===== src/rtl/apl_pkg.sv =====
// Shared types and constants of the audio peak limiter.
// No dependencies; every other file of the limiter but assert_macros.svh imports this package.
`timescale 1ns / 1ps

package apl_pkg;

  // Number formats.
  localparam int SAMPLE_FRAC_BITS = 20;
  localparam int GAIN_FRAC_BITS   = 23;
  localparam int MASTER_FRAC_BITS = 16;

  localparam int SAMPLE_W   = 32;
  localparam int GAIN_W     = GAIN_FRAC_BITS + 1;
  localparam int STEP_W     = 24;
  localparam int MASTER_W   = 26;
  localparam int CHAN_CNT_W = 2;
  localparam int CFG_IDX_W  = 3;
  localparam int CFG_DATA_W = 26;

  localparam logic [GAIN_W-1:0]   GAIN_ONE      = {1'b1, {GAIN_FRAC_BITS{1'b0}}};
  localparam logic [MASTER_W-1:0] SILENT_MASTER = MASTER_W'(65);

  // The smallest master gain that is not silent is above 2^6, which bounds
  // the ceiling quotient. A silent master gives 1000.0, below 2^10.
  localparam int MASTER_MIN_LOG2 = 6;
  localparam int CEIL_DIV_STEPS  = SAMPLE_FRAC_BITS + MASTER_FRAC_BITS - MASTER_MIN_LOG2;
  localparam int CEIL_W          = SAMPLE_FRAC_BITS + 10;

  localparam logic [CEIL_W-1:0] CEIL_UNITY  = CEIL_W'(1) << SAMPLE_FRAC_BITS;
  localparam logic [CEIL_W-1:0] CEIL_SILENT = CEIL_W'(1000) << SAMPLE_FRAC_BITS;

  // Shared shift-subtract divider.
  localparam int DIV_W      = SAMPLE_W;
  localparam int DIV_TAIL_W = (CEIL_DIV_STEPS > GAIN_W) ? CEIL_DIV_STEPS : GAIN_W;
  localparam int DIV_CNT_W  = $clog2(DIV_TAIL_W + 1);

  localparam logic [DIV_W-1:0] CEIL_REM_INIT =
    DIV_W'(1) << (SAMPLE_FRAC_BITS + MASTER_FRAC_BITS - CEIL_DIV_STEPS);

  localparam int PROD_W = SAMPLE_W + GAIN_W + 1;

  typedef enum logic [CFG_IDX_W-1:0] {
    REG_ENABLE         = 3'd0,
    REG_EXTENDED_RANGE = 3'd1,
    REG_MASTER_GAIN    = 3'd2,
    REG_CHANNEL_COUNT  = 3'd3,
    REG_ATTACK_STEP    = 3'd4,
    REG_RELEASE_STEP   = 3'd5
  } cfg_reg_e;

  typedef enum logic [3:0] {
    ST_IDLE,
    ST_PEAK,
    ST_CMP,
    ST_DIV,
    ST_UPDATE,
    ST_MUL,
    ST_WRITE,
    ST_CEIL_START,
    ST_CEIL_WAIT
  } apl_state_e;

  typedef struct packed {
    logic cfg_we;
    logic capture;
    logic peak;
    logic div_frame;
    logic div_ceil;
    logic ceil_load;
    logic gain_update;
    logic mult;
    logic out_load;
  } apl_cmd_t;

  typedef struct packed {
    logic enable;
    logic over;
    logic div_busy;
    logic out_free;
  } apl_sts_t;

endpackage


===== src/rtl/apl_ctrl.sv =====
// Sequencing state machine of the limiter: handshakes and datapath commands.
// Depends on apl_pkg for the state, command and status types.
`timescale 1ns / 1ps

module apl_ctrl (
  input  logic                         clk_i,
  input  logic                         rst_ni,
  input  logic                         in_valid_i,
  output logic                         in_stall_o,
  input  logic                         cfg_valid_i,
  input  logic [apl_pkg::CFG_IDX_W-1:0] cfg_index_i,
  output logic                         cfg_ready_o,
  input  apl_pkg::apl_sts_t            sts_i,
  output apl_pkg::apl_cmd_t            cmd_o
);
  import apl_pkg::*;

  apl_state_e state_q, state_d;

  always_ff @(posedge clk_i or negedge rst_ni) begin
    if (!rst_ni) begin
      state_q <= ST_IDLE;
    end else begin
      state_q <= state_d;
    end
  end

  always_comb begin
    state_d     = state_q;
    cmd_o       = '0;
    cfg_ready_o = 1'b0;
    // A pending configuration request takes priority over a frame.
    in_stall_o  = (state_q != ST_IDLE) || cfg_valid_i;
    unique case (state_q)
      ST_IDLE: begin
        cfg_ready_o = 1'b1;
        if (cfg_valid_i) begin
          cmd_o.cfg_we = 1'b1;
          if (cfg_reg_e'(cfg_index_i) == REG_MASTER_GAIN) begin
            state_d = ST_CEIL_START;
          end
        end else if (in_valid_i) begin
          cmd_o.capture = 1'b1;
          state_d = sts_i.enable ? ST_PEAK : ST_WRITE;
        end
      end
      ST_PEAK: begin
        cmd_o.peak = 1'b1;
        state_d = ST_CMP;
      end
      ST_CMP: begin
        if (sts_i.over) begin
          cmd_o.div_frame = 1'b1;
          state_d = ST_DIV;
        end else begin
          state_d = ST_UPDATE;
        end
      end
      ST_DIV: begin
        if (!sts_i.div_busy) begin
          state_d = ST_UPDATE;
        end
      end
      ST_UPDATE: begin
        cmd_o.gain_update = 1'b1;
        state_d = ST_MUL;
      end
      ST_MUL: begin
        cmd_o.mult = 1'b1;
        state_d = ST_WRITE;
      end
      ST_WRITE: begin
        if (sts_i.out_free) begin
          cmd_o.out_load = 1'b1;
          state_d = ST_IDLE;
        end
      end
      ST_CEIL_START: begin
        cmd_o.div_ceil = 1'b1;
        state_d = ST_CEIL_WAIT;
      end
      ST_CEIL_WAIT: begin
        if (!sts_i.div_busy) begin
          cmd_o.ceil_load = 1'b1;
          state_d = ST_IDLE;
        end
      end
      default: begin
        state_d = ST_IDLE;
      end
    endcase
  end

endmodule


===== config.mk =====
export PLATFORM = sky130hd
export DESIGN_NAME = apl_ctrl
export DESIGN_NICKNAME = d
export VERILOG_FILES = /design/src/rtl/apl_pkg.sv /design/src/rtl/apl_ctrl.sv
export SDC_FILE = /design/constraint.sdc
export NUM_CORES = 1
export LEC_CHECK = 0
export BUFFER_PORTS_ARGS = -buffer_cell sky130_fd_sc_hd__buf_2
export CORE_AREA = 3 3 40 42
export CTS_CLUSTER_DIAMETER = 30
export CTS_CLUSTER_SIZE = 20
export DETAILED_ROUTE_END_ITERATION = 6
export DIE_AREA = 0 0 43 45
export GPL_ROUTABILITY_DRIVEN = 0
export MAX_ROUTING_LAYER = met4
export PLACE_DENSITY_LB_ADDON = 0.08
export SLEW_MARGIN = 20
export SYNTH_ARGS = -nofsm -noshare
export SYNTH_HDL_FRONTEND = slang
export SYNTH_SLANG_ARGS = --single-unit

===== constraint.sdc =====
create_clock -name clk_i -period 3.06 [get_ports clk_i]
set_input_delay 0.153 -clock clk_i [delete_from_list [all_inputs] [get_ports clk_i]]
set_output_delay 0.153 -clock clk_i [all_outputs]
set_load 0.02 [all_outputs]

==> results.py <==
metrics = {
    "sta": {
        "setup_viol_count_final": 0,
        "min_period_over_period_pct": 56.1,
        "rsz0062_at_grt": "no",
        "hold_violations": 0,
        "slew_viol_final": 0,
        "period_needed_ns": 1.72,
        "finalSetupTns_ns": 0,
        "fmax_mhz": 582,
        "finClkSkew_ns": 0.00445,
        "max_slew_margin_pct": 69.7,
        "tightestPinTransition_ns": 0.454,
    },
    "power_and_ir_drop": {
        "ir_drop_uv": 302,
        "powerDensity_nw_per_um2": 971,
        "intPower_mw": 0.256,
        "clockPowerShare_pct": 12.0,
        "combPwrFrac_pct": 59.2,
        "seq_power_share_pct": 28.8,
        "switchingPower_mw": 0.272,
        "leakagePower_nw": 0.278,
        "total_power_mw": 0.528,
        "switching_share_pct": 51.5,
    },
    "cells_and_area": {
        "final_cell_mix": "buf_2, nor2_1, nand2_1, a21oi_1, dfrtp_1",
        "area_delta_synth_final_pct": 28.7,
        "top_register": "state_q",
        "final_cells": 90,
        "layout.cells.most_common": "buf_2",
        "largest_reg_flops": 4,
        "drive_gt1_share_pct": 34.7,
        "nets": 88,
        "largestRegisters": "state_q: 4 flops",
        "diodes": 0,
    },
    "worst_setup_path": {
        "critPathRequiredTime_ns": 2.91,
        "critPathCaptureType": "output port",
        "timing.critical_path.from_type": "register",
        "critical_path_class": "reg2out",
        "crit_path_max_fanout": 10,
        "arrival_ns": 1.56,
    },
    "clock_tree": {
        "cts_tree": "built",
        "root_buffer": "clkbuf_4",
        "numCtsBuffers": 3,
        "cts_buffer_depth": 2,
        "h-tree-depth": 1,
        "cts_setup_buffers": 0,
        "clkLatencyLatePin_ns": 0.23,
        "clock-sinks": 4,
        "clk_pin_slew_worst_paths_ns": 0.04,
    },
    "synth": {
        "synth.avg_cell_area_um2": 7.69,
        "netlist_area_um2": 423,
        "yosysWarnings": 0,
        "synth_seq_cells": 4,
        "ys_types": 29,
        "synth_seq_area_share_pct": 23.7,
        "synth_fp_nets": 66,
        "synthCells": 55,
    },
    "route": {
        "drt_wl_total_um": 1080,
        "via_per_inst": 5.09,
        "first_pass_iters": 5,
        "drtAntennaViolNets": 0,
        "wire_per_inst_um": 11.9,
        "drt_iter0_markers": 6,
        "dr_total_vias": 458,
        "route.detailed.drc": 0,
    },
    "placement": {
        "portBuffers": 21,
        "placed_cells": 86,
        "place_hpwl_um": 874,
    },
    "global_route": {
        "grt_max_degree": 15,
        "grt_overflow": 0,
        "antenna_found_initial": 0,
        "grt_pass1_vias": 435,
        "grt_pass1_wl_um": 1930,
        "track_usage_pct": 13.5,
    },
    "flow_run": {
        "maxCapViolations": 0,
    },
    "floorplanning": {
        "die_area_um2": 1940,
        "die-width_um": 43,
        "initial_core_util_pct": 32.9,
        "die_h_um": 45,
        "ios": 22,
        "core_um2": 1280,
        "fp-row-count": 13,
    },
    "status": {
        "outcome": "completed",
    },
    "min_path": {
        "hold_path_class": "in2reg",
    },
}
-- power by group through the flow --
stage / Sequential (mW) / Combinational [mW] / Clock, mW
global placement: 0.153 / 0.317 / 0
CTS: 0.151 / 0.317 / 0.0665
detailed placement: 0.151 / 0.315 / 0
finish: 0.152 / 0.313 / 0.0635
global route: 0.161 / 0.347 / 0.0725
floorplan: 0.0945 / 0.319 / 0
-- cells in the mapped netlist --
| cell type | instances | share of area (%) |
|---|---|---|
| a211oi_1 | 2 | 3.5 |
| nor2_1 | 6 | 5.3 |
| a21oi_1 | 4 | 4.7 |
| dfrtp_1 | 4 | 24 |
| a21o_1 | 2 | 3.5 |
| and2b_1 | 2 | 3.5 |
| inv_1 | 2 | 1.8 |
| clkbuf_1 | 2 | 1.8 |
| nand4b_1 | 1 | 2.1 |
| and3_1 | 2 | 3.0 |
| buf_6 | 2 | 5.3 |
| a221o_1 | 1 | 2.4 |
| and4_1 | 1 | 2.1 |
| or2b_1 | 1 | 1.8 |
| nand2_1 | 4 | 3.5 |
| nor3_4 | 1 | 3.8 |
| nor4_1 | 3 | 4.4 |
| nor3b_1 | 1 | 1.8 |
| nor3_1 | 2 | 2.4 |
| nor4bb_1 | 1 | 2.4 |
| o21a_1 | 1 | 1.8 |
| or2_1 | 1 | 1.5 |
| nand4_1 | 1 | 1.5 |
| o31ai_2 | 1 | 3.0 |
| nand2b_1 | 2 | 3.0 |
| o21ai_0 | 2 | 2.4 |
| a31oi_1 | 1 | 1.5 |
| nor2b_1 | 1 | 1.5 |
| buf_2 | 1 | 1.2 |
-- layer usage --
metal	GRT usage, %	routed length, um
met1	17.2	519
met5	-	0
met3	1.99	68
met4	7.23	0
met2	20.7	487
-- what timing repair did --
action / CTS / global route
gates resized for setup: 0 / 0
endpoints found under the setup margin: 0 / 0
hold buffers: 1 / 0
hold endpoints to repair: 4 / 0
-- final timing paths --
kind,start,to,slack [ns],depth (start not counted)
min in group asynchronous,rst_ni,state_q[3],0.26,2
hold reg to reg,state_q[0],state_q[0],0.65,1
setup / recovery,state_q[0],cmd_o[7],1.34,4
setup reg to reg,state_q[1],state_q[0],1.52,4
hold / removal,sts_i[1],state_q[3],0.21,2
max in group asynchronous,rst_ni,state_q[2],2.68,2
-- metrics by stage --
stage / utilization, % / area (um^2) / hold WS [ns] / setup slack [ns]
4_1_cts: 42.4 / 544 / 0.209 / 1.33
2_1_floorplan: - / 423 / -0.143 / 1.44
3_3_place_gp: 39.8 / 512 / -0.0386 / 1.55
5_1_grt: 42.4 / 544 / 0.238 / 1.24
3_5_place_dp: 39.8 / 512 / -0.0384 / 1.53
6_report: 42.4 / 544 / 0.211 / 1.34
-- layout make-up --
type | count | area [um^2]
Sequential cell | 4 | 100
Timing Repair Buffer | 22 | 115
Inverter | 2 | 7.51
Clock buffer | 3 | 22.5
Fill cell | 146 | 741
Tap cell | 15 | 18.8
Multi-Input combinational cell | 44 | 280
-- cell families (layout without fill, tap and decap cells) --
group           after synthesis  in the layout  share of synthesized area [%]
compound gates               14             14                           22.8
buf+inv                       7             27                           10.1
flops                         4              4                           23.7
simple gates                 30             30                           43.5
-- worst max-delay path: stages, from the launching register on --
cell,delay [ns]
dfrtp_1,0.47
or2_1,0.36
nor3_4,0.18
and3_1,0.17
buf_2,0.16
(Power assumes the default switching activity.)
